`config.mk`:
```
export PLATFORM = sky130hd
export DESIGN_NAME = dnd_front
export DESIGN_NICKNAME = d
export VERILOG_FILES = /design/src/rtl/dns_name_decompress_assert.svh /design/src/rtl/dnd_pkg.sv /design/src/rtl/dnd_front.sv
export SDC_FILE = /design/constraint.sdc
export NUM_CORES = 1
export LEC_CHECK = 0
export BUFFER_PORTS_ARGS = -buffer_cell sky130_fd_sc_hd__buf_2
export CAP_MARGIN = 40
export CELL_PAD_IN_SITES_DETAIL_PLACEMENT = 0
export CELL_PAD_IN_SITES_GLOBAL_PLACEMENT = 1
export CORE_MARGIN = 2
export CORE_UTILIZATION = 32
export DETAILED_ROUTE_END_ITERATION = 10
export PLACE_DENSITY_LB_ADDON = 0.1
export SLEW_MARGIN = 10
export SYNTH_ARGS = -nofsm -noshare
export SYNTH_HDL_FRONTEND = slang
export SYNTH_SLANG_ARGS = --single-unit
export TNS_END_PERCENT = 10
```
`constraint.sdc`:
```
create_clock -name clk_i -period 1.9 [get_ports clk_i]
set_input_delay 0.475 -clock clk_i [delete_from_list [all_inputs] [get_ports clk_i]]
set_output_delay 0.475 -clock clk_i [all_outputs]
set_load 0.01 [all_outputs]
```
`src/rtl/dns_name_decompress_assert.svh`:
```
// Assertion macros shared by the name decompressor RTL.
// Each macro expands to a labeled concurrent assertion in simulation and to
// nothing when the code is read for synthesis.
`ifndef DNS_NAME_DECOMPRESS_ASSERT_SVH
`define DNS_NAME_DECOMPRESS_ASSERT_SVH

`ifndef SYNTHESIS

// A property that must hold at every clock edge outside reset.
`define DND_ASSERT(lbl, clk, rstn, prop) \
  lbl: assert property (@(posedge clk) disable iff (!rstn) (prop)) \
    else $error("dns_name_decompress: assertion failed");

// An implication checked in the same cycle.
`define DND_ASSERT_IMPL(lbl, clk, rstn, ante, cons) \
  lbl: assert property (@(posedge clk) disable iff (!rstn) (ante) |-> (cons)) \
    else $error("dns_name_decompress: implication failed");

`else

`define DND_ASSERT(lbl, clk, rstn, prop)

`define DND_ASSERT_IMPL(lbl, clk, rstn, ante, cons)

`endif

`endif

```
`src/rtl/dnd_pkg.sv`:
```
package dnd_pkg;

  // Walk pointer width: holds any 14-bit jump target and the store depth itself.
  localparam int WP_W = 15;

  localparam int PKT_DEPTH_DEF = 512;

  localparam int MAX_JUMPS_W = 7;
  localparam logic [MAX_JUMPS_W-1:0] MAX_JUMPS_RESET = 7'd16;

  localparam logic [8:0] NAME_CAP = 9'd256;
  localparam logic [7:0] PTR_MARK = 8'd192;
  localparam logic [7:0] DOT_CHAR = 8'h2E;
  localparam logic [9:0] CONS_MAX = 10'd1023;

  localparam logic FUNC_LOAD   = 1'b0;
  localparam logic FUNC_DECODE = 1'b1;

  localparam logic [1:0] STATUS_OK    = 2'd0;
  localparam logic [1:0] STATUS_JUMPS = 2'd1;
  localparam logic [1:0] STATUS_RANGE = 2'd2;

  localparam int QDEPTH = 2;

  typedef enum logic {
    CMD_LOAD,
    CMD_DECODE
  } cmd_op_e;

  typedef struct packed {
    logic       func;
    logic [8:0] offset;
    logic [7:0] data_byte;
  } in_item_t;

  typedef struct packed {
    logic [31:0] chars;
    logic [2:0]  char_count;
    logic        last;
    logic [9:0]  consumed_len;
    logic [1:0]  status;
  } out_item_t;

  typedef struct packed {
    cmd_op_e    op;
    logic [8:0] offset;
    logic [7:0] data;
  } cmd_t;

endpackage

```
`src/rtl/dnd_front.sv`:
```
module dnd_front import dnd_pkg::*; #(
  parameter int PKT_DEPTH = PKT_DEPTH_DEF
) (
  input  logic     clk_i,
  input  logic     rst_ni,
  input  logic     in_valid_i,
  output logic     in_stall_o,
  input  in_item_t in_data_i,
  output logic     cmd_valid_o,
  input  logic     cmd_ready_i,
  output cmd_t     cmd_o
);

  logic       fr_valid_q, fr_valid_d;
  cmd_t       fr_cmd_q;
  logic       accept;
  logic       keep;
  logic [WP_W-1:0] off_ext;

  assign in_stall_o = fr_valid_q && !cmd_ready_i;
  assign accept     = in_valid_i && !in_stall_o;
  assign off_ext    = WP_W'(in_data_i.offset);

  // Loads aimed past the store end are taken and dropped here.
  assign keep = (in_data_i.func == FUNC_DECODE) || (off_ext < WP_W'(PKT_DEPTH));

  always_comb begin
    fr_valid_d = fr_valid_q;
    if (fr_valid_q && cmd_ready_i) begin
      fr_valid_d = 1'b0;
    end
    if (accept) begin
      fr_valid_d = keep;
    end
  end

  always_ff @(posedge clk_i or negedge rst_ni) begin
    if (!rst_ni) begin
      fr_valid_q <= 1'b0;
    end else begin
      fr_valid_q <= fr_valid_d;
    end
  end

  always_ff @(posedge clk_i) begin
    if (accept && keep) begin
      fr_cmd_q.op     <= (in_data_i.func == FUNC_DECODE) ? CMD_DECODE : CMD_LOAD;
      fr_cmd_q.offset <= in_data_i.offset;
      fr_cmd_q.data   <= in_data_i.data_byte;
    end
  end

  assign cmd_valid_o = fr_valid_q;
  assign cmd_o       = fr_cmd_q;

endmodule

```
# After elaboration in Yosys (flattened, before gate mapping)
# Index checks and enable logic that the tools add are counted.
# op_classes
n_lt_le_gt_ge	1
mux	3
reduce_logical	8
# op_table
cell	n
9-bit by 10-bit less-than comparator with 1-bit output (second input constant)	1
1-bit logical AND	4
1-bit 2-to-1 mux	3
1-bit logical NOT	2
2-bit nonzero test	1
1-bit logical OR	1
# word_totals
ff_bits	19
inputBits	22
output_inout_bits	20
word_cells	16

# Longest topological paths before layout
# depth
word_depth	5
ltp_mapped	2
ltp_nobuf	2

# Worst setup path after synthesis
# No wires, ideal clock.
# synth_timing
path_type	input to output
startpoint	in cmd_ready_i
endpoint	out in_stall_o
t_arrival_ns	0.685
slack_ns	0.740
cell_stages	2
path_buffers	0
path_cell_list	nand2b_4 > inv_1
# synth_via
elab_chain_len	2
# synth_lines
element	line_no	text
start: declaration	dnd_front.sv:10	input logic cmd_ready_i,
1-bit logical NOT	dnd_front.sv:20	assign in_stall_o = fr_valid_q && !cmd_ready_i;
1-bit logical AND	dnd_front.sv:20	
end: declaration	dnd_front.sv:7	output logic in_stall_o,
# Every way passes these cells.

# Worst setup path in the final report
# layout_timing
startpoint	reg fr_valid_q, in the netlist cmd_valid_o
endpoint	out in_stall_o
# layout_via
elab_chain_len	1
# layout_lines
element	line_no	text
start: declaration	dnd_front.sv:14	logic fr_valid_q, fr_valid_d;
start signal: assignment	dnd_front.sv:41	fr_valid_q <= fr_valid_d;
1-bit logical AND	dnd_front.sv:20	
# Every way passes these cells.

==> key figures <==
Run status
  • Outcome: complete, no violations

CTS
  • Clk_lat worst skew: 280 ps
  • Root buf cell: clkbuf_4
  • Clock tree buffer depth: 2
  • Sink Count: 19
  • CTS H-tree depth: 1
  • Clock-pin slew on the worst setup and hold paths: 100 ps
  • TritonCTS clock tree: yes
  • Clock buffers created by TritonCTS: 3

Critical path
  • Worst Path Max Fanout: 3
  • Worst setup SP type: flip-flop
  • CP max-delay cell: dfrtp_1
  • Type of destination of the critical path: primary output
  • Crit Path Category: reg -> out
  • Worst endpoint required time: 1420 ps
  • Worst path max stage delay: 420 ps
  • FF-to-FF setup slack: 800 ps
  • Critical path, cell by cell: nand2b_4 > inv_1 > buf_2
  • Crit path DAT: 950 ps

Synth
  • Synthesized instance count: 23
  • Yosys cell types: 6
  • Avg Cell Area, Syn: 26.0 µm²
  • Synthesized area: 598 µm²
  • Ys Warns: 0
  • Area contributors post-synth: edfxtp_1 (90%), dfrtp_1 (4.2%), nand2b_4 (2.3%), and2_4 (1.5%), nand2b_1 (1.0%)
  • Sequential share of the synthesized area: 0.946
  • Net count after synthesis: 45
  • Top cell type's share of synthesized area: 0.904
  • Cell taking the most area after synthesis: edfxtp_1
  • Synthesis-stage register bit count: 19

Floorplanning
  • Die ar.: 2230 µm²
  • Core area: 1750 µm²
  • Std cell rows: 15
  • Die span in x: 47.2 µm
  • Die Span Y: 47.2 µm
  • Initial Util: 0.343
  • IO Pins: 42

Placed design
  • Port bufs: 41
  • Placed cell count: 89
  • Setup WS pre-CTS: 564 ps
  • Final GP Congestion: 0.659

Power and ir drop
  • LEAKAGE: 0.386 nW
  • Max VDD drop: 0.422 mV
  • Total Power: 750 µW
  • Total power density per cell area: 862 nW/µm²

Global route
  • Number of global-route vias before repair: 321
  • GRT Overall Usage: 0.0879
  • Largest net degree at the start of global routing: 19
  • Remaining Overflow, GRT: 0
  • First-pass GRT wire length: 1.28 mm
  • Initial antenna violation count: 0

Timing
  • Max Slew Vio Count: 0
  • Final worst slack: 480 ps
  • Max-slew headroom: 0.849
  • Unrepaired setup endpoints after global routing: false
  • Period utilisation layout: 0.748
  • Hold WS: 356 ps
  • Worst-Margin Slew: 227 ps
  • Total Neg Setup Slack: 0 ps
  • Tmin final: 1420 ps
  • Clock skew: 9.80 ps
  • Setup violators final: 0
  • FMAX: 0.704 GHz
  • Final hold violations: 0

Detailed routing
  • Final wirelength: 892 µm
  • Via/cell ratio: 3.82
  • 1st-pass router iterations: 3
  • Initial DRC Count: 7
  • Post-detailed-route count of antenna-violating nets: 0
  • DR DRC count: 0
  • Drt wl/cell: 9.49 µm
  • Vias after detailed routing: 359

Cells and area
  • Area Growth Syn to Fin: 45.6%
  • Storage cell area: 566 µm²
  • Non-filler cells, final: 94
  • Commonest non-fill, non-tap cell in the layout: buf_2
  • Final net count: 92
  • Commonest non-fill, non-tap cells in the layout: buf_2 (41), edfxtp_1 (18), clkbuf_4 (3)
  • Area of the multi-input gates: 28.8 µm²
  • # diodes: 0
  • FILL cells: 163
  • Layout cells sized above 1: 0.667

Job
  • Max-cap violation count: 0

Hold path
  • Hold Path Class: in -> reg
-- routing by layer --
metal / share of wire / vias up / global-route usage
met4: 0 / 0 / 0.0500
li1: - / 179 / -
met5: 0 / - / 0
met1: 0.34 / 156 / 0.0823
met3: 0.12 / 0 / 0.0423
met2: 0.54 / 24 / 0.154
-- registers in the layout, indices dropped and copies added (netlist names) --
signal / count
cmd_o: 18
cmd_valid_o: 1
-- worst paths after layout --
check | from | end | cells after the start
max in group asynchronous | rst_ni | cmd_valid_o | 2
worst min register to register | cmd_valid_o | cmd_valid_o | 2
worst min-delay path | in_data_i[10] | cmd_o[10] | 1
worst max-delay path | cmd_valid_o | in_stall_o | 3
worst max register to register | cmd_valid_o | cmd_o[1] | 2
min in group asynchronous | rst_ni | cmd_valid_o | 2
-- critical path, delay by kind of cell (launching register included) --
kind | cells | cell delay, ps
buffers and inverters | 2 | 150
flip-flops | 1 | 420
AND/OR/NAND/NOR | 1 | 80
-- layout make-up --
| cell class | count | area share |
|---|---|---|
| clock buffers | 4 | 0.0302 |
| flip-flops and latches | 19 | 0.649 |
| inverters | 1 | 0.00431 |
| multi-input cells | 3 | 0.0330 |
| repair buffers | 42 | 0.247 |
| well taps | 25 | 0.0359 |
-- synth_stat cells --
cell / count
inv_1: 1
dfrtp_1: 1
nand2b_1: 1
edfxtp_1: 18
nand2b_4: 1
and2_4: 1
-- cells by family (layout without fill, tap and decap cells) --
kind of cell           Yosys count  in the layout  synth area share
and+or+nand+nor                  3              3            0.0481
DFF                             19             19             0.946
buffers and inverters            1             47           0.00627
-- through the flow --
step | util | area, µm²
6_report | 0.499 | 871
3_3_place_gp | 0.478 | 835
4_1_cts | 0.499 | 871
5_1_grt | 0.499 | 871
2_1_floorplan | - | 598
3_5_place_dp | 0.478 | 835
-- what timing repair did --
action,CTS,global route
resized for setup,0,0
hold buffers,1,0
setup buffers,0,0
hold endpoints to repair,1,0
setup endpoints to repair,0,0
-- power breakdown --
part / switching [mW] / total, mW / leakage [nW] / internal, mW
logic: 0.0356 / 0.0714 / 0.189 / 0.0358
registers: 0.00523 / 0.491 / 0.182 / 0.485
clock network: 0.107 / 0.188 / 0.0150 / 0.0814
total: 0.148 / 0.750 / 0.386 / 0.603
No activity file was read; power rests on OpenSTA's default activity.
