`config.mk`:
```
export PLATFORM = sky130hd
export DESIGN_NAME = dnd_queue
export DESIGN_NICKNAME = d
export VERILOG_FILES = /design/src/rtl/dns_name_decompress_assert.svh /design/src/rtl/dnd_pkg.sv /design/src/rtl/dnd_queue.sv
export SDC_FILE = /design/constraint.sdc
export NUM_CORES = 1
export LEC_CHECK = 0
export ABC_AREA = 1
export BUFFER_PORTS_ARGS = -buffer_cell sky130_fd_sc_hd__buf_2
export CORE_UTILIZATION = 45
export DETAILED_ROUTE_END_ITERATION = 16
export GPL_TIMING_DRIVEN = 0
export PLACE_DENSITY = 0.78
export SLEW_MARGIN = 30
export SYNTH_ARGS = -nofsm -noshare
export SYNTH_HDL_FRONTEND = slang
export SYNTH_SLANG_ARGS = --single-unit
```
`constraint.sdc`:
```
create_clock -name clk_i -period 2.5 [get_ports clk_i]
set_input_delay 0.5 -clock clk_i [delete_from_list [all_inputs] [get_ports clk_i]]
set_output_delay 0.5 -clock clk_i [all_outputs]
set_load 0.05 [all_outputs]
```
`src/rtl/dns_name_decompress_assert.svh`:
```
// Assertion macros shared by the name decompressor RTL.
// Each macro expands to a labeled concurrent assertion in simulation and to
// nothing when the code is read for synthesis.
`ifndef DNS_NAME_DECOMPRESS_ASSERT_SVH
`define DNS_NAME_DECOMPRESS_ASSERT_SVH

`ifndef SYNTHESIS

// A property that must hold at every clock edge outside reset.
`define DND_ASSERT(lbl, clk, rstn, prop) \
  lbl: assert property (@(posedge clk) disable iff (!rstn) (prop)) \
    else $error("dns_name_decompress: assertion failed");

// An implication checked in the same cycle.
`define DND_ASSERT_IMPL(lbl, clk, rstn, ante, cons) \
  lbl: assert property (@(posedge clk) disable iff (!rstn) (ante) |-> (cons)) \
    else $error("dns_name_decompress: implication failed");

`else

`define DND_ASSERT(lbl, clk, rstn, prop)

`define DND_ASSERT_IMPL(lbl, clk, rstn, ante, cons)

`endif

`endif

```
`src/rtl/dnd_pkg.sv`:
```
package dnd_pkg;

  // Walk pointer width: holds any 14-bit jump target and the store depth itself.
  localparam int WP_W = 15;

  localparam int PKT_DEPTH_DEF = 512;

  localparam int MAX_JUMPS_W = 7;
  localparam logic [MAX_JUMPS_W-1:0] MAX_JUMPS_RESET = 7'd16;

  localparam logic [8:0] NAME_CAP = 9'd256;
  localparam logic [7:0] PTR_MARK = 8'd192;
  localparam logic [7:0] DOT_CHAR = 8'h2E;
  localparam logic [9:0] CONS_MAX = 10'd1023;

  localparam logic FUNC_LOAD   = 1'b0;
  localparam logic FUNC_DECODE = 1'b1;

  localparam logic [1:0] STATUS_OK    = 2'd0;
  localparam logic [1:0] STATUS_JUMPS = 2'd1;
  localparam logic [1:0] STATUS_RANGE = 2'd2;

  localparam int QDEPTH = 2;

  typedef enum logic {
    CMD_LOAD,
    CMD_DECODE
  } cmd_op_e;

  typedef struct packed {
    logic       func;
    logic [8:0] offset;
    logic [7:0] data_byte;
  } in_item_t;

  typedef struct packed {
    logic [31:0] chars;
    logic [2:0]  char_count;
    logic        last;
    logic [9:0]  consumed_len;
    logic [1:0]  status;
  } out_item_t;

  typedef struct packed {
    cmd_op_e    op;
    logic [8:0] offset;
    logic [7:0] data;
  } cmd_t;

endpackage

```
`src/rtl/dnd_queue.sv`:
```
module dnd_queue import dnd_pkg::*; (
  input  logic clk_i,
  input  logic rst_ni,
  input  logic push_i,
  input  cmd_t item_i,
  output logic ready_o,
  output logic valid_o,
  output cmd_t item_o,
  input  logic pop_i
);

  localparam int PTR_W = (QDEPTH > 1) ? $clog2(QDEPTH) : 1;
  localparam int CNT_W = PTR_W + 1;

  cmd_t             entries_q [QDEPTH];
  logic [PTR_W-1:0] wr_ptr_q, wr_ptr_d;
  logic [PTR_W-1:0] rd_ptr_q, rd_ptr_d;
  logic [CNT_W-1:0] count_q, count_d;
  logic             do_push, do_pop;

  assign ready_o = count_q < CNT_W'(QDEPTH);
  assign valid_o = count_q != '0;
  assign item_o  = entries_q[rd_ptr_q];
  assign do_push = push_i && ready_o;
  assign do_pop  = pop_i && valid_o;

  always_comb begin
    wr_ptr_d = wr_ptr_q;
    rd_ptr_d = rd_ptr_q;
    count_d  = count_q;
    if (do_push) begin
      wr_ptr_d = (wr_ptr_q == PTR_W'(QDEPTH - 1)) ? '0 : wr_ptr_q + PTR_W'(1);
    end
    if (do_pop) begin
      rd_ptr_d = (rd_ptr_q == PTR_W'(QDEPTH - 1)) ? '0 : rd_ptr_q + PTR_W'(1);
    end
    if (do_push && !do_pop) begin
      count_d = count_q + CNT_W'(1);
    end else if (do_pop && !do_push) begin
      count_d = count_q - CNT_W'(1);
    end
  end

  always_ff @(posedge clk_i or negedge rst_ni) begin
    if (!rst_ni) begin
      wr_ptr_q <= '0;
      rd_ptr_q <= '0;
      count_q  <= '0;
    end else begin
      wr_ptr_q <= wr_ptr_d;
      rd_ptr_q <= rd_ptr_d;
      count_q  <= count_d;
    end
  end

  always_ff @(posedge clk_i) begin
    if (do_push) begin
      entries_q[wr_ptr_q] <= item_i;
    end
  end

endmodule

```
# After elaboration in Yosys (flattened, before gate mapping)
# Memory sizes are Yosys's and may differ from the RTL's.
# Index checks and enable logic that the tools add are counted.
[word_totals]
ff_bits = 4
mem_bits_rw = 36
input_bits = 22
n_memories = 1
[op_classes]
n_addsub = 4
order_cmp = 1
n_mux = 6
reduce_logical = 8
[mem_list]
columns = ["memory", "words", "word_bits", "rd", "rd_clocked_by_memory_dff", "wr", "line_no", "text"]
rows = [
  ["entries_q", 2, 18, 1, 0, 1, "dnd_queue.sv:15", "cmd_t entries_q [QDEPTH];"],
]
[op_table]
columns = ["operator", "count"]
rows = [
  ["$logic_and 1x1->1", 4],
  ["$mux 1", 4],
  ["$mux 2", 2],
  ["$reduce_bool 2->1", 2],
  ["$add 1x1->1 const B", 2],
  ["$add 2x1->2 const B", 1],
  ["$logic_not 1->1", 2],
  ["$lt 2x2->1 const B", 1],
  ["$sub 2x1->2 const B", 1],
]

# Logic depth before layout (Yosys ltp)
[depth]
depth_word = 6
ltp_mapped = 9

# Worst setup path after synthesis
# No wires, ideal clock.
[synth_timing]
kind = "flip-flop to flip-flop"
startpoint = "register count_q[1]"
endpoint = "memory entries_q[0][0] in the netlist's numbering, enable pin"
setup_ps = 393
arrival_ps = 1744
t_required_ps = 2107
slack_ps = 364
path_stages_with_launch = 4
n_path_buf = 0
synth_period_minus_slack_ps = 2136
cell_sequence = "dfrtp_1 inv_1 nand2_1 nor2_1"
[synth_between]
elab_chain_cells = 4
[synth_rtl]
columns = ["element", "line_no", "text"]
rows = [
  ["start, declared", "dnd_queue.sv:18", "logic [CNT_W-1:0] count_q, count_d;"],
  ["start signal, assigned", "dnd_queue.sv:52", "count_q <= count_d;"],
  ["$lt 2x2->1", "dnd_queue.sv:21", "assign ready_o = count_q < CNT_W'(QDEPTH);"],
  ["net ready_o", "dnd_queue.sv:6", "output logic ready_o,"],
  ["$logic_and 1x1->1", "dnd_queue.sv:24", "assign do_push = push_i && ready_o;"],
  ["$mux 1", "dnd_queue.sv:57", "if (do_push) begin"],
  ["$mux 1 (not written as such)", "dnd_queue.sv:58", "entries_q[wr_ptr_q] <= item_i;"],
  ["end, declared", "dnd_queue.sv:15", ""],
]
# The timed path passes the listed nets, and every way through them passes these cells.

==> out/results.ini <==
[pwr]
powerDensity_mw_per_mm2 = 1390
p_leak_nw = 0.866
ir_drop_uv = 803

[route]
viasPerCell = 4.64
ant_nets = 0
wl_um = 2600
routed-wl-met3_um = 167
drt-initial-drc-count = 25
route.detailed.drc = 0
top_layer = met4
met2WireLength_um = 1340
firstDrtPassIters = 4
wl_per_cell_um = 12.0
met1_length_um = 1050
num_vias = 1006

[synthesis]
ys.warnings.count = 0
ys_types = 15
yosysSeqAreaShare = 0.766
synth_cells = 121
syn_area_mm2 = 0.00154
synth_area_per_cell_um2 = 12.7
synth_seq_cells = 40
synthesis.nets = 144

[sta]
setup_viol = 0
fmax_ghz = 0.501
fin_tns_setup_ps = 0
slew_headroom = 0.643
fin_crit_ps = 2000
finalMaxSlewViolations = 0
worst_pin_slew_ps = 535
fin_skew_ps = 13.2
finalCritPeriodShare = 0.798
hold_viol_final = 0
rsz0062_at_grt = no

[hold_path]
whs_path_depth = 1
hold_class = input port to flip-flop

[setup_path]
reg2reg_slack_ps = 880
cp-end-kind = output port
path_class = flip-flop to output port
start_kind = flip-flop
r2r_cells = 4
cp_max_fo = 10
worstPathArrival_ps = 1500
worst_ep_required_time_ps = 2000

[cells_and_area]
diodes = 0
fin_nets = 195
finish.utilization = 0.610
drive_gt1_frac = 0.335
area_growth_pct = 24.8

[global_routing]
grt_max_degree = 14
grt_pass1_vias = 1013
antenna_found_initial = 0
overflow = 0
grt_pass1_wl_um = 4020
grt_usage = 0.160

[clock_network]
post_cts_resize_count = 0
path_clk_slew_ps = 120
cts-buffers-inserted = 5
clock-sinks = 40
post_cts_buffers = 0
clk_path_buf_depth = 2
insertion_delay_ps = 360
cts-root-buf = clkbuf_4
htree_levels = 2
holdBufCountCts = 1
cts_tree = built

[placement]
io_buffer_count = 41
hpwl_um = 1850
gp_congestion = 0.645

[floorplan]
die_area_mm2 = 0.00366
io_pins = 42
start_util = 0.489
die_y_um = 60.5
num_rows = 20
core_mm2 = 0.00315
die_w_um = 60.5

[run]
maxCapViolCount = 0

[status]
outcome = complete, no violations

## state kept, by name, summed over array words and instances (netlist names)
signal and count:
count_q 2, entries_q 36, rd_ptr_q 1, wr_ptr_q 1
## cells by family after synthesis
kind of cell,synth area share
XOR/XNOR,0.0114
adder cells (fa/ha/maj),0.00812
flip-flops,0.766
buffers and inverters,0.0422
AND/OR/NAND/NOR,0.172
## worst paths after layout
path,startpoint,end
max,rd_ptr_q,item_o[10]
min reg2reg,count_q[1],count_q[1]
max in group asynchronous,rst_ni,wr_ptr_q
max reg2reg,count_q[1],entries_q[0][8]
min in group asynchronous,rst_ni,count_q[0]
min,item_i[1],entries_q[1][1]
## critical path, stage by stage (launching register included)
cell and delay (ps):
dfrtp_1 420, inv_2 150, buf_4 200, nand2_1 60
nand2_1 60, buf_2 260
## cell usage in the layout, fill, tap and decap left out, drive strengths merged
cell type     n
clkinv        2
ha            1
nor2          2
edfxtp       36
nand3         2
xnor2         1
nand2        63
nand4         1
xor2          1
dfrtp         4
bufinv        1
buf          46
clkbuf        5
dlygate4sd3   1
inv           7
## synth_stat cells
library cell / n / area share
buf_12: 1 / 0.013
buf_4: 1 / 0.0049
buf_6: 1 / 0.0073
dfrtp_1: 4 / 0.065
edfxtp_1: 36 / 0.70
ha_1: 1 / 0.0081
inv_1: 6 / 0.015
inv_2: 1 / 0.0024
nand2_1: 61 / 0.15
nand2_2: 2 / 0.0081
nand3_1: 2 / 0.0065
nand4_1: 1 / 0.0041
nor2_1: 2 / 0.0049
xnor2_1: 1 / 0.0057
xor2_1: 1 / 0.0057
## layer usage
layer,GRT usage,vias to the layer above
met2,0.287,37
met3,0.0490,5
met4,0.0877,0
li1,-,497
met5,0,-
met1,0.165,467
## through the flow
step	cells	worst slack [ps]	cell area, µm²	total power, W	hold slack (ps)
3_5_place_dp	208	792	1830	0.00228	310
5_1_grt	217	388	1920	0.00280	314
3_3_place_gp	206	266	1800	0.00221	304
4_1_cts	217	458	1920	0.00269	313
6_report	217	505	1920	0.00266	320
2_1_floorplan	121	364	1540	0.00196	204
## report_power, final
group / internal, W / switching [W]
registers: 0.000898 / 0.0000487
clock network: 0.000209 / 0.000205
logic: 0.000318 / 0.000985
total: 0.00143 / 0.00124
## area by class of cell
class / instances / area, µm²
clock inverter: 3 / 42.5
inverter: 7 / 26.3
fill: 283 / 1230
tap: 44 / 55.1
sequential: 40 / 1180
multi-input combinational: 71 / 300
timing repair buffer: 44 / 241
buffer: 3 / 38.8
clock buffer: 5 / 37.5
Note: power is estimated with default switching activity, not from simulation.
