==> config.mk <==
export PLATFORM = sky130hd
export DESIGN_NAME = dnd_back
export DESIGN_NICKNAME = d
export VERILOG_FILES = /design/src/rtl/dnd_pkg.sv /design/src/rtl/dnd_back.sv
export VERILOG_INCLUDE_DIRS = /design/src /design/src/rtl
export SDC_FILE = /design/constraint.sdc
export NUM_CORES = 2
export LEC_CHECK = 0
export ABC_CLOCK_PERIOD_IN_PS = 5550
export BUFFER_PORTS_ARGS = -buffer_cell sky130_fd_sc_hd__buf_4
export CAP_MARGIN = 10
export CORE_ASPECT_RATIO = 1.2
export CORE_UTILIZATION = 40
export DETAILED_ROUTE_END_ITERATION = 7
export GPL_ROUTABILITY_DRIVEN = 0
export HOLD_SLACK_MARGIN = 0.15
export PLACE_DENSITY = 0.58
export SYNTH_ARGS = -nofsm -noshare
export SYNTH_HDL_FRONTEND = slang
export SYNTH_SLANG_ARGS = --single-unit
==> constraint.sdc <==
create_clock -name clk_i -period 5.55 [get_ports clk_i]
set_clock_uncertainty 0.15 [all_clocks]
set_input_delay 0.2775 -clock clk_i [delete_from_list [all_inputs] [get_ports clk_i]]
set_output_delay 0.2775 -clock clk_i [all_outputs]
set_load 0.005 [all_outputs]
==> src/rtl/dns_name_decompress_assert.svh <==
// Assertion macros shared by the name decompressor RTL.
// Each macro expands to a labeled concurrent assertion in simulation and to
// nothing when the code is read for synthesis.
`ifndef DNS_NAME_DECOMPRESS_ASSERT_SVH
`define DNS_NAME_DECOMPRESS_ASSERT_SVH

`ifndef SYNTHESIS

// A property that must hold at every clock edge outside reset.
`define DND_ASSERT(lbl, clk, rstn, prop) \
  lbl: assert property (@(posedge clk) disable iff (!rstn) (prop)) \
    else $error("dns_name_decompress: assertion failed");

// An implication checked in the same cycle.
`define DND_ASSERT_IMPL(lbl, clk, rstn, ante, cons) \
  lbl: assert property (@(posedge clk) disable iff (!rstn) (ante) |-> (cons)) \
    else $error("dns_name_decompress: implication failed");

`else

`define DND_ASSERT(lbl, clk, rstn, prop)

`define DND_ASSERT_IMPL(lbl, clk, rstn, ante, cons)

`endif

`endif

==> src/rtl/dnd_pkg.sv <==
package dnd_pkg;

  // Walk pointer width: holds any 14-bit jump target and the store depth itself.
  localparam int WP_W = 15;

  localparam int PKT_DEPTH_DEF = 512;

  localparam int MAX_JUMPS_W = 7;
  localparam logic [MAX_JUMPS_W-1:0] MAX_JUMPS_RESET = 7'd16;

  localparam logic [8:0] NAME_CAP = 9'd256;
  localparam logic [7:0] PTR_MARK = 8'd192;
  localparam logic [7:0] DOT_CHAR = 8'h2E;
  localparam logic [9:0] CONS_MAX = 10'd1023;

  localparam logic FUNC_LOAD   = 1'b0;
  localparam logic FUNC_DECODE = 1'b1;

  localparam logic [1:0] STATUS_OK    = 2'd0;
  localparam logic [1:0] STATUS_JUMPS = 2'd1;
  localparam logic [1:0] STATUS_RANGE = 2'd2;

  localparam int QDEPTH = 2;

  typedef enum logic {
    CMD_LOAD,
    CMD_DECODE
  } cmd_op_e;

  typedef struct packed {
    logic       func;
    logic [8:0] offset;
    logic [7:0] data_byte;
  } in_item_t;

  typedef struct packed {
    logic [31:0] chars;
    logic [2:0]  char_count;
    logic        last;
    logic [9:0]  consumed_len;
    logic [1:0]  status;
  } out_item_t;

  typedef struct packed {
    cmd_op_e    op;
    logic [8:0] offset;
    logic [7:0] data;
  } cmd_t;

endpackage

==> src/rtl/dnd_back.sv <==
`include "dns_name_decompress_assert.svh"

module dnd_back import dnd_pkg::*; #(
  parameter int PKT_DEPTH = PKT_DEPTH_DEF
) (
  input  logic                   clk_i,
  input  logic                   rst_ni,
  input  logic [MAX_JUMPS_W-1:0] max_jumps_i,
  input  logic                   cmd_valid_i,
  input  cmd_t                   cmd_i,
  output logic                   cmd_pop_o,
  output logic                   out_valid_o,
  input  logic                   out_stall_i,
  output out_item_t              out_data_o
);

  localparam int AW = $clog2(PKT_DEPTH);
  localparam logic [WP_W:0] DEPTH_X = (WP_W+1)'(PKT_DEPTH);

  localparam logic [2:0] S_IDLE = 3'd0;
  localparam logic [2:0] S_ADDR = 3'd1;
  localparam logic [2:0] S_LEN  = 3'd2;
  localparam logic [2:0] S_PTR  = 3'd3;
  localparam logic [2:0] S_CHR  = 3'd4;
  localparam logic [2:0] S_FIN  = 3'd5;
  localparam logic [2:0] S_ERR  = 3'd6;

  logic [2:0]             state_q, state_d;
  logic                   emit_pass_q, emit_pass_d;
  logic [WP_W-1:0]        off_q, off_d;
  logic [WP_W-1:0]        wp_q, wp_d;
  logic [MAX_JUMPS_W-1:0] jumps_q, jumps_d;
  logic                   jumped_q, jumped_d;
  logic [WP_W-1:0]        cons_q, cons_d;
  logic [1:0]             status_q, status_d;
  logic [7:0]             len_q, len_d;
  logic [WP_W-1:0]        cptr_q, cptr_d;
  logic [7:0]             lrem_q, lrem_d;
  logic [8:0]             n_q, n_d;
  logic [31:0]            word_q, word_d;
  logic [2:0]             wcnt_q, wcnt_d;

  logic [7:0]      mem [PKT_DEPTH];
  logic            we;
  logic [AW-1:0]   wa;
  logic [7:0]      wd;
  logic            rd_en;
  logic [AW-1:0]   rd_addr;
  logic [7:0]      rdata_q;

  logic            out_valid_q;
  out_item_t       out_q;
  logic            out_free;
  logic            emit;
  out_item_t       emit_item;

  logic [WP_W-1:0] cmd_off_ext;
  logic [WP_W-1:0] wp_p1;
  logic [WP_W:0]   wp_plus_len;
  logic [WP_W:0]   wp_next_lbl;
  logic [WP_W-1:0] wp_minus_off;
  logic [WP_W-1:0] cptr_p1;
  logic [9:0]      cons_sat;
  logic            dot_need;

  assign out_free     = !out_valid_q || !out_stall_i;
  assign cmd_off_ext  = WP_W'(cmd_i.offset);
  assign wp_p1        = wp_q + WP_W'(1);
  assign wp_plus_len  = {1'b0, wp_q} + (WP_W+1)'(rdata_q);
  assign wp_next_lbl  = wp_plus_len + (WP_W+1)'(1);
  assign wp_minus_off = wp_q - off_q;
  assign cptr_p1      = cptr_q + WP_W'(1);
  assign cons_sat     = (cons_q > WP_W'(CONS_MAX)) ? CONS_MAX : cons_q[9:0];
  assign dot_need     = (n_q != '0) && (n_q < NAME_CAP);

  always_comb begin
    state_d     = state_q;
    emit_pass_d = emit_pass_q;
    off_d       = off_q;
    wp_d        = wp_q;
    jumps_d     = jumps_q;
    jumped_d    = jumped_q;
    cons_d      = cons_q;
    status_d    = status_q;
    len_d       = len_q;
    cptr_d      = cptr_q;
    lrem_d      = lrem_q;
    n_d         = n_q;
    word_d      = word_q;
    wcnt_d      = wcnt_q;
    cmd_pop_o   = 1'b0;
    we          = 1'b0;
    wa          = cmd_off_ext[AW-1:0];
    wd          = cmd_i.data;
    rd_en       = 1'b0;
    rd_addr     = wp_q[AW-1:0];
    emit        = 1'b0;
    emit_item   = '0;

    case (state_q)
      S_IDLE: begin
        if (cmd_valid_i) begin
          cmd_pop_o = 1'b1;
          if (cmd_i.op == CMD_LOAD) begin
            we = 1'b1;
          end else begin
            off_d       = cmd_off_ext;
            wp_d        = cmd_off_ext;
            jumps_d     = '0;
            jumped_d    = 1'b0;
            cons_d      = '0;
            emit_pass_d = 1'b0;
            n_d         = '0;
            word_d      = '0;
            wcnt_d      = '0;
            state_d     = S_ADDR;
          end
        end
      end

      S_ADDR: begin
        if ({1'b0, wp_q} >= DEPTH_X) begin
          status_d = STATUS_RANGE;
          state_d  = S_ERR;
        end else begin
          rd_en   = 1'b1;
          rd_addr = wp_q[AW-1:0];
          state_d = S_LEN;
        end
      end

      S_LEN: begin
        len_d = rdata_q;
        if (rdata_q == 8'd0) begin
          if (!emit_pass_q) begin
            if (!jumped_q) begin
              cons_d = wp_minus_off + WP_W'(1);
            end
            emit_pass_d = 1'b1;
            wp_d        = off_q;
            state_d     = S_ADDR;
          end else begin
            state_d = S_FIN;
          end
        end else if (rdata_q >= PTR_MARK) begin
          if (!emit_pass_q) begin
            if ({1'b0, wp_p1} >= DEPTH_X) begin
              status_d = STATUS_RANGE;
              state_d  = S_ERR;
            end else if (jumps_q >= max_jumps_i) begin
              status_d = STATUS_JUMPS;
              state_d  = S_ERR;
            end else begin
              if (!jumped_q) begin
                cons_d   = wp_minus_off + WP_W'(2);
                jumped_d = 1'b1;
              end
              jumps_d = jumps_q + MAX_JUMPS_W'(1);
              rd_en   = 1'b1;
              rd_addr = wp_p1[AW-1:0];
              state_d = S_PTR;
            end
          end else begin
            rd_en   = 1'b1;
            rd_addr = wp_p1[AW-1:0];
            state_d = S_PTR;
          end
        end else if (!emit_pass_q) begin
          if (wp_plus_len >= DEPTH_X) begin
            status_d = STATUS_RANGE;
            state_d  = S_ERR;
          end else begin
            wp_d    = wp_next_lbl[WP_W-1:0];
            state_d = S_ADDR;
          end
        end else if (dot_need && (wcnt_q == 3'd4)) begin
          // The word is full: hand it out before the separator goes in.
          if (out_free) begin
            emit                 = 1'b1;
            emit_item.chars      = word_q;
            emit_item.char_count = wcnt_q;
            word_d               = '0;
            wcnt_d               = '0;
          end
        end else begin
          if (dot_need) begin
            word_d[8*wcnt_q[1:0] +: 8] = DOT_CHAR;
            wcnt_d = wcnt_q + 3'd1;
            n_d    = n_q + 9'd1;
          end
          rd_en   = 1'b1;
          rd_addr = wp_p1[AW-1:0];
          cptr_d  = wp_p1;
          lrem_d  = rdata_q;
          state_d = S_CHR;
        end
      end

      S_PTR: begin
        wp_d    = WP_W'({len_q[5:0], rdata_q});
        state_d = S_ADDR;
      end

      S_CHR: begin
        if ((n_q < NAME_CAP) && (wcnt_q == 3'd4)) begin
          if (out_free) begin
            emit                 = 1'b1;
            emit_item.chars      = word_q;
            emit_item.char_count = wcnt_q;
            word_d               = '0;
            wcnt_d               = '0;
          end
        end else begin
          if (n_q < NAME_CAP) begin
            word_d[8*wcnt_q[1:0] +: 8] = rdata_q;
            wcnt_d = wcnt_q + 3'd1;
            n_d    = n_q + 9'd1;
          end
          if (lrem_q > 8'd1) begin
            rd_en   = 1'b1;
            rd_addr = cptr_p1[AW-1:0];
            cptr_d  = cptr_p1;
            lrem_d  = lrem_q - 8'd1;
          end else begin
            wp_d    = cptr_p1;
            state_d = S_ADDR;
          end
        end
      end

      S_FIN: begin
        if (out_free) begin
          emit                   = 1'b1;
          emit_item.chars        = word_q;
          emit_item.char_count   = wcnt_q;
          emit_item.last         = 1'b1;
          emit_item.consumed_len = cons_sat;
          emit_item.status       = STATUS_OK;
          state_d                = S_IDLE;
        end
      end

      S_ERR: begin
        if (out_free) begin
          emit             = 1'b1;
          emit_item.last   = 1'b1;
          emit_item.status = status_q;
          state_d          = S_IDLE;
        end
      end

      default: begin
        state_d = S_IDLE;
      end
    endcase
  end

  always_ff @(posedge clk_i or negedge rst_ni) begin
    if (!rst_ni) begin
      state_q     <= S_IDLE;
      emit_pass_q <= 1'b0;
      off_q       <= '0;
      wp_q        <= '0;
      jumps_q     <= '0;
      jumped_q    <= 1'b0;
      cons_q      <= '0;
      status_q    <= STATUS_OK;
      n_q         <= '0;
      wcnt_q      <= '0;
      out_valid_q <= 1'b0;
    end else begin
      state_q     <= state_d;
      emit_pass_q <= emit_pass_d;
      off_q       <= off_d;
      wp_q        <= wp_d;
      jumps_q     <= jumps_d;
      jumped_q    <= jumped_d;
      cons_q      <= cons_d;
      status_q    <= status_d;
      n_q         <= n_d;
      wcnt_q      <= wcnt_d;
      if (emit) begin
        out_valid_q <= 1'b1;
      end else if (!out_stall_i) begin
        out_valid_q <= 1'b0;
      end
    end
  end

  always_ff @(posedge clk_i) begin
    len_q  <= len_d;
    cptr_q <= cptr_d;
    lrem_q <= lrem_d;
    word_q <= word_d;
    if (emit) begin
      out_q <= emit_item;
    end
  end

  always_ff @(posedge clk_i) begin
    if (we) begin
      mem[wa] <= wd;
    end
  end

  always_ff @(posedge clk_i) begin
    if (rd_en) begin
      rdata_q <= mem[rd_addr];
    end
  end

  assign out_valid_o = out_valid_q;
  assign out_data_o  = out_q;

  `DND_ASSERT_IMPL(a_err_shape, clk_i, rst_ni, out_valid_q && (out_q.status != STATUS_OK), out_q.last && (out_q.char_count == 3'd0) && (out_q.consumed_len == 10'd0))
  `DND_ASSERT_IMPL(a_mid_full, clk_i, rst_ni, out_valid_q && !out_q.last, out_q.char_count == 3'd4)
  `DND_ASSERT_IMPL(a_check_silent, clk_i, rst_ni, !emit_pass_q && (state_q != S_FIN) && (state_q != S_ERR), !emit)

endmodule

; Word level (Yosys, flattened, before mapping)
; Memory sizes are Yosys's and may differ from the RTL's. A register that Yosys moved wholly into a read port is not among the register bits.
; Index checks and enable logic that the tools add are counted.
[classes]
reduce_logical = 26
n_lt_le_gt_ge = 8
add_sub_neg = 12
n_shift = 3
eq_ne = 41
n_mux = 161
[ops]
columns = op, n
row1 = 15-bit 2-to-1 mux, 25
row2 = 32-bit 2-to-1 mux, 10
row3 = 35-bit 2-to-1 mux, 6
row4 = 9-bit 2-to-1 mux, 18
row5 = 35-bit case mux with 3 select lines, 1
row6 = 32-bit case mux with 3 select lines, 1
row7 = 3-bit 2-to-1 mux, 25
row8 = 32-bit bitwise mux, 2
row9 = 15-bit by 1-bit adder with 15-bit output (second input constant), 4
row10 = 15-bit case mux with 2 select lines, 2
row11 = 15-bit case mux with 4 select lines, 1
row12 = 7-bit 2-to-1 mux, 7
row13 = 48-bit 2-to-1 mux, 1
row14 = 8-bit 2-to-1 mux, 6
row15 = 3-bit inequality test (second input constant), 12
row16 = 2-bit inequality test (second input constant), 17
row17 = 5-bit negator with 34-bit output, 1
row18 = 8-bit by 34-bit variable shift with 32-bit output (first input constant), 1
row19 = 8-bit by 34-bit variable part select with 32-bit output, 1
row20 = 8-bit by 34-bit variable part select with 32-bit output (first input constant), 1
row21 = 1-bit 2-to-1 mux, 33
row22 = 15-bit by 10-bit >= comparator with 1-bit output (second input constant), 2
row23 = 9-bit case mux with 3 select lines, 1
row24 = 10-bit AND reduction, 2
row25 = 46 further kinds, 71
[word_totals]
wordCells = 272
regBits = 175
mem_bits_rw = 4096
memories = 1
in_bits = 29
out_inout_bits = 50
[mem_list]
columns = memory, depth, word_bits, rd, rd_clocked_by_memory_dff, write_ports, line_no
row1 = mem, 512, 8, 1, 1, 1, dnd_back.sv:43  ; logic [7:0] mem [PKT_DEPTH];

; Depth between registers and ports, before layout
[logic_depth]
ltp_word = 9
depth_mapped = 24
depth_no_buf = 17

; Worst setup path before layout
; OpenSTA, ideal clock, no wires.
[synth_path]
kind = reg-to-reg
start = register state_q[0]
end = register out_q, in the netlist out_data_o[0], enable pin
setup_ns = 0.520
required_time_ns = 4.880
stages_incl_launch_ff = 5
synth_period_minus_slack_ns = 5.088
setup_slack_ns = 0.462
n_path_buf = 1
t_arrival_ns = 4.418
cell_sequence = dfrtp_1 > clkbuf_1 > xor2_1 > nand2_1 > o21ai_0
[synth_between]
elab_chain_cells = 3
elab_cells_between_ends = 6
cone_classes = eq/ne: 4 / mux: 1 / reduce/logical: 1
[synth_rtl]
columns = element, line_no
row1 = start: declaration, dnd_back.sv:28  ; logic [2:0] state_q, state_d;
row2 = start signal: assignment, dnd_back.sv:272  ; state_q <= state_d;
row3 = 3-bit == test, dnd_back.sv:100  ; case (state_q)
row4 = 2-bit OR reduction (no source line), --
row5 = 1-bit case mux with 3 select lines *, dnd_back.sv:100
row6 = via emit, dnd_back.sv:54  ; logic emit;
row7 = end signal: assignment, dnd_back.sv:296  ; out_q <= emit_item;
row8 = end: declaration, dnd_back.sv:52  ; out_item_t out_q;
; The timed path passes the listed nets; every way through them passes the cells marked *.
; A chain may end at the register's enable or synchronous reset.

; Worst setup path after layout
[layout_path]
start = register jumps_q[0]
end = register rdata_q[6] (read register of mem) (data pin)
[layout_between]
elab_chain_cells = 7
elab_cells_between_ends = 13
cone_classes = order compare: 1 / mux: 12
[layout_rtl]
columns = element, line_no
row1 = start: declaration, dnd_back.sv:32  ; logic [MAX_JUMPS_W-1:0] jumps_q, jumps_d;
row2 = start signal: assignment, dnd_back.sv:276  ; jumps_q <= jumps_d;
row3 = 7-bit >= comparator *, dnd_back.sv:150  ; end else if (jumps_q >= max_jumps_i) begin
row4 = 1-bit 2-to-1 mux or 9-bit 2-to-1 mux (tied branches), dnd_back.sv:150
row5 = 1-bit 2-to-1 mux or 9-bit 2-to-1 mux (tied branches), dnd_back.sv:147  ; if ({1'b0, wp_p1} >= DEPTH_X) begin
row6 = 1-bit 2-to-1 mux or 9-bit 2-to-1 mux (tied branches), dnd_back.sv:146  ; if (!emit_pass_q) begin
row7 = 1-bit 2-to-1 mux or 9-bit 2-to-1 mux (tied branches), dnd_back.sv:145  ; end else if (rdata_q >= PTR_MARK) begin
row8 = 1-bit 2-to-1 mux or 9-bit 2-to-1 mux (tied branches), dnd_back.sv:134  ; if (rdata_q == 8'd0) begin
row9 = 1-bit case mux with 3 select lines or 9-bit case mux with 2 select lines (tied branches), dnd_back.sv:100
row10 = end: declaration, dnd_back.sv:49  ; logic [7:0] rdata_q;
; Every way passes the cells marked *; elsewhere a longest branch is shown, timed or not.

==> results.toml <==
[run_status]
outcome = "finished with violations"
violations = "design-rule violations, negative setup slack"

[global_routing]
antenna_found_initial = 29
overflow = 0
grt_pass1_vias = 107900
grt_max_degree = 193
grtUsageTotal_pct = 28.09
grt_pass1_wl_um = 854600

[cts]
clk_latency_ns = 1.08
cts_buffers = 408
cts_tree = "yes"
cts.sinks = 4279
cts.path.max_buffers = 4
clk_pin_slew_ns = 0.06
h-tree-depth = 5
root_buffer = "clkbuf_16"

[logic_synthesis]
synth_simple_gate_area_share_pct = 9.293
synth.ff_latch_count = 4279
synth_top_cell_by_area = "edfxtp_1"
synth-compound-area-share_pct = 5.252
ys_dominant_reg_cell = "edfxtp_1"
synth_fa_ha_area_share_pct = 0.3071
synth.area.top_cells = "edfxtp_1, mux4_2, nand2_1"
ys_seq_area_share_pct = 74.53
yosys_warnings = 0
synth_mux_area_share_pct = 7.932
async_flop_share_pct = 1.542
yosys.cell_types.count = 102
netlist_area_um2 = 172000
synth_edf_count = 4213
syn_avg_cell_area_um2 = 15.63
synth.top_cell.area_share_pct = 73.57
synthTopCellsByCount = "edfxtp_1, nand2_1, nor2_1, nand3_1, mux4_2"
synth_nets = 11070
yosysMostFrequentCell = "edfxtp_1"
synthXorXnorAreaFrac_pct = 0.3922
synth_top_family_by_area = "simple AND/OR/NAND/NOR gates"
synthCells = 11000

[placed_design]
dp.cells = 17470
place_hpwl_um = 416500
placed_area_um2 = 189500
portBuffers = 78

[critical_path]
cp.arrival_ns = 6.48
cp_top_family = "compound AO/OA/AOI/OAI gates"
worst-path-buf-inv = 7
cpPeakStageDelay_ns = 0.46
critical_path.endpoint_type = "flop"
crit_fanout = 8
crit_chain = "inv_1 > ha_1 > nand2b_4 > a211o_1 > a211oi_2 > buf_4 > o211ai_1 > o21ai_0 > buf_4 > o211a_2 > buf_4 > o211ai_4 > buf_6 > buf_6 > a31oi_1 > nand3_1 > a21oi_1 > a311oi_2 > buf_4 > a311oi_2 > or4_4"
required_ns = 6.34
cpMostUsedCell = "buf_4"
worst_path_max_delay_cell = "a21oi_1"
start_kind = "flop"
path_class = "flop to flop"

[cells_and_area]
nets = 12420
area_growth_pct = 19.93
stdcell_count = 18390
drive_above_1_share_pct = 22.42
fin_area_um2 = 206200

[drt]
drc_errors = 38
via_per_inst = 6.039
final_antenna_net_count = 0
drt_iter0_markers = 16290
vias = 111100
dr.pass1.iters = 8
wl_per_cell_um = 33.95
totalWireLength_um = 624500

[floorplanning]
dieWidth_um = 600.5
placementRows = 263
die_h_um = 720.2
start_util_pct = 40.20
die_area_um2 = 432500
io_pins = 79
core_area_um2 = 427800

[sta]
fin_ws_ns = -0.1442
max_freq_mhz = 175.6
drv_slew = 0
hold_viol = 0
timing.final.crit_share_pct = 102.6
setup_viol = 7
period_minus_slack_ns = 5.694
max_slew_margin_pct = 9.371
worst_pin_slew_ns = 1.349
rsz0062_at_grt = "true"

[job]
drv_cap = 0

[worst_hold_path]
hp-class = "input pin to flop"
==> per-layer routing <==
metal | part of all wire (%) | track usage (%) | vias up | routed length, um
met5 | 0.067 | 0.3433 | - | 418
met4 | 8.5 | 20.29 | 24 | 53320
met3 | 11 | 6.541 | 1680 | 66490
met2 | 46 | 44.16 | 7132 | 286100
met1 | 35 | 34.13 | 56920 | 218100
li1 | - | - | 45320 | -
==> tightest hold or removal path, stage by stage <==
cell and delay (ns):
buf_4 0.11, inv_1 0.06, ha_1 0.14, a211o_1 0.12, a211oi_2 0.09, buf_4 0.16, o211ai_1 0.12, nor2_1 0.11
o2bb2ai_1 0.15
==> final cells by class <==
cell class,count,area (um2)
inverters,56,210.2
repair buffers,1631,15990
clock buffers,479,10560
multi-input cells,5973,41230
diodes,13,32.53
clock inverters,264,2914
fillers,35950,221600
well taps,5697,7128
flip-flops and latches,4279,128200
==> worst paths after layout <==
kind | to | slack [ns] | startpoint | cells past startpoint
max | rdata_q[6]$_DFFE_PP_ | -0.14 | jumps_q[0]$_DFFE_PN0P_ | 21
min | status_q[0]$_DFFE_PN0P_ | 0.21 | max_jumps_i[1] | 9
max reg2reg | rdata_q[6]$_DFFE_PP_ | -0.14 | jumps_q[0]$_DFFE_PN0P_ | 21
min reg2reg | cons_q[12]$_DFFE_PN0P_ | 0.33 | cons_q[12]$_DFFE_PN0P_ | 2
max in group asynchronous | n_q[7]$_DFFE_PN0P_ | 4.21 | rst_ni | 5
min in group asynchronous | cons_q[3]$_DFFE_PN0P_ | 0.68 | rst_ni | 5
==> stage by stage <==
step	setup TNS [ns]	setup slack, ns	utilization [%]	hold slack, ns
3_5_place_dp	-3.442	-0.6431	44.31	0.3056
2_1_floorplan	0	0.4624	-	-0.1681
5_1_grt	-0.6181	-0.1366	48.20	0.1834
3_3_place_gp	-3.797	-0.7107	44.31	0.2922
4_1_cts	-0.2914	-0.1006	47.84	0.1512
6_report	-0.5543	-0.1442	48.21	0.2104
==> flip-flops by register name, indices dropped and copies added, names as in the netlist <==
register	flops
lrem_q	8
jumps_q	7
out_valid_o	1
wcnt_q	3
emit_pass_q	1
wp_q	15
jumped_q	1
mem	4096
status_q	2
word_q	32
n_q	9
off_q	9
state_q	3
cptr_q	15
cons_q	15
len_q	6
rdata_q	8
out_data_o	48
==> cells by family (layout without fill, tap and decap cells) <==
group,count (synthesis),count (layout)
multiplexers,837,838
flip-flops,4279,4279
other,0,13
AO/OA/AOI/OAI,1294,1294
XOR/XNOR,77,77
adder cells (fa/ha/maj),41,41
AND/OR/NAND/NOR,3723,3723
buffers and inverters,749,2430
==> cells in the final DEF, fill, tap and decap left out, types with 148 or more instances in the layout <==
cell type  count
mux2i_1      396
edfxtp_1    4213
buf_12       192
clkbuf_16    423
a31oi_1      215
a21oi_1      211
buf_4       1280
nand2_1     1969
nand3_1      620
mux4_2       419
a32oi_1      148
o21ai_0      150
nor2_1       632
==> repair_timing <==
| action | 4_1_cts | 5_1_grt |
|---|---|---|
| buffers inserted | 41 | 57 |
| pin swaps | 22 | 54 |
| cloned | 7 | 11 |
| endpoints found under the setup margin | 8 | 8 |
| hold endpoints to repair | 3313 | 0 |
| gates resized for setup | 96 | 158 |
| hold buffers | 55 | 0 |
Power is left out: the tool's default activity adds up to more than one toggle a clock period on the data nets, which glitch-free logic cannot reach.
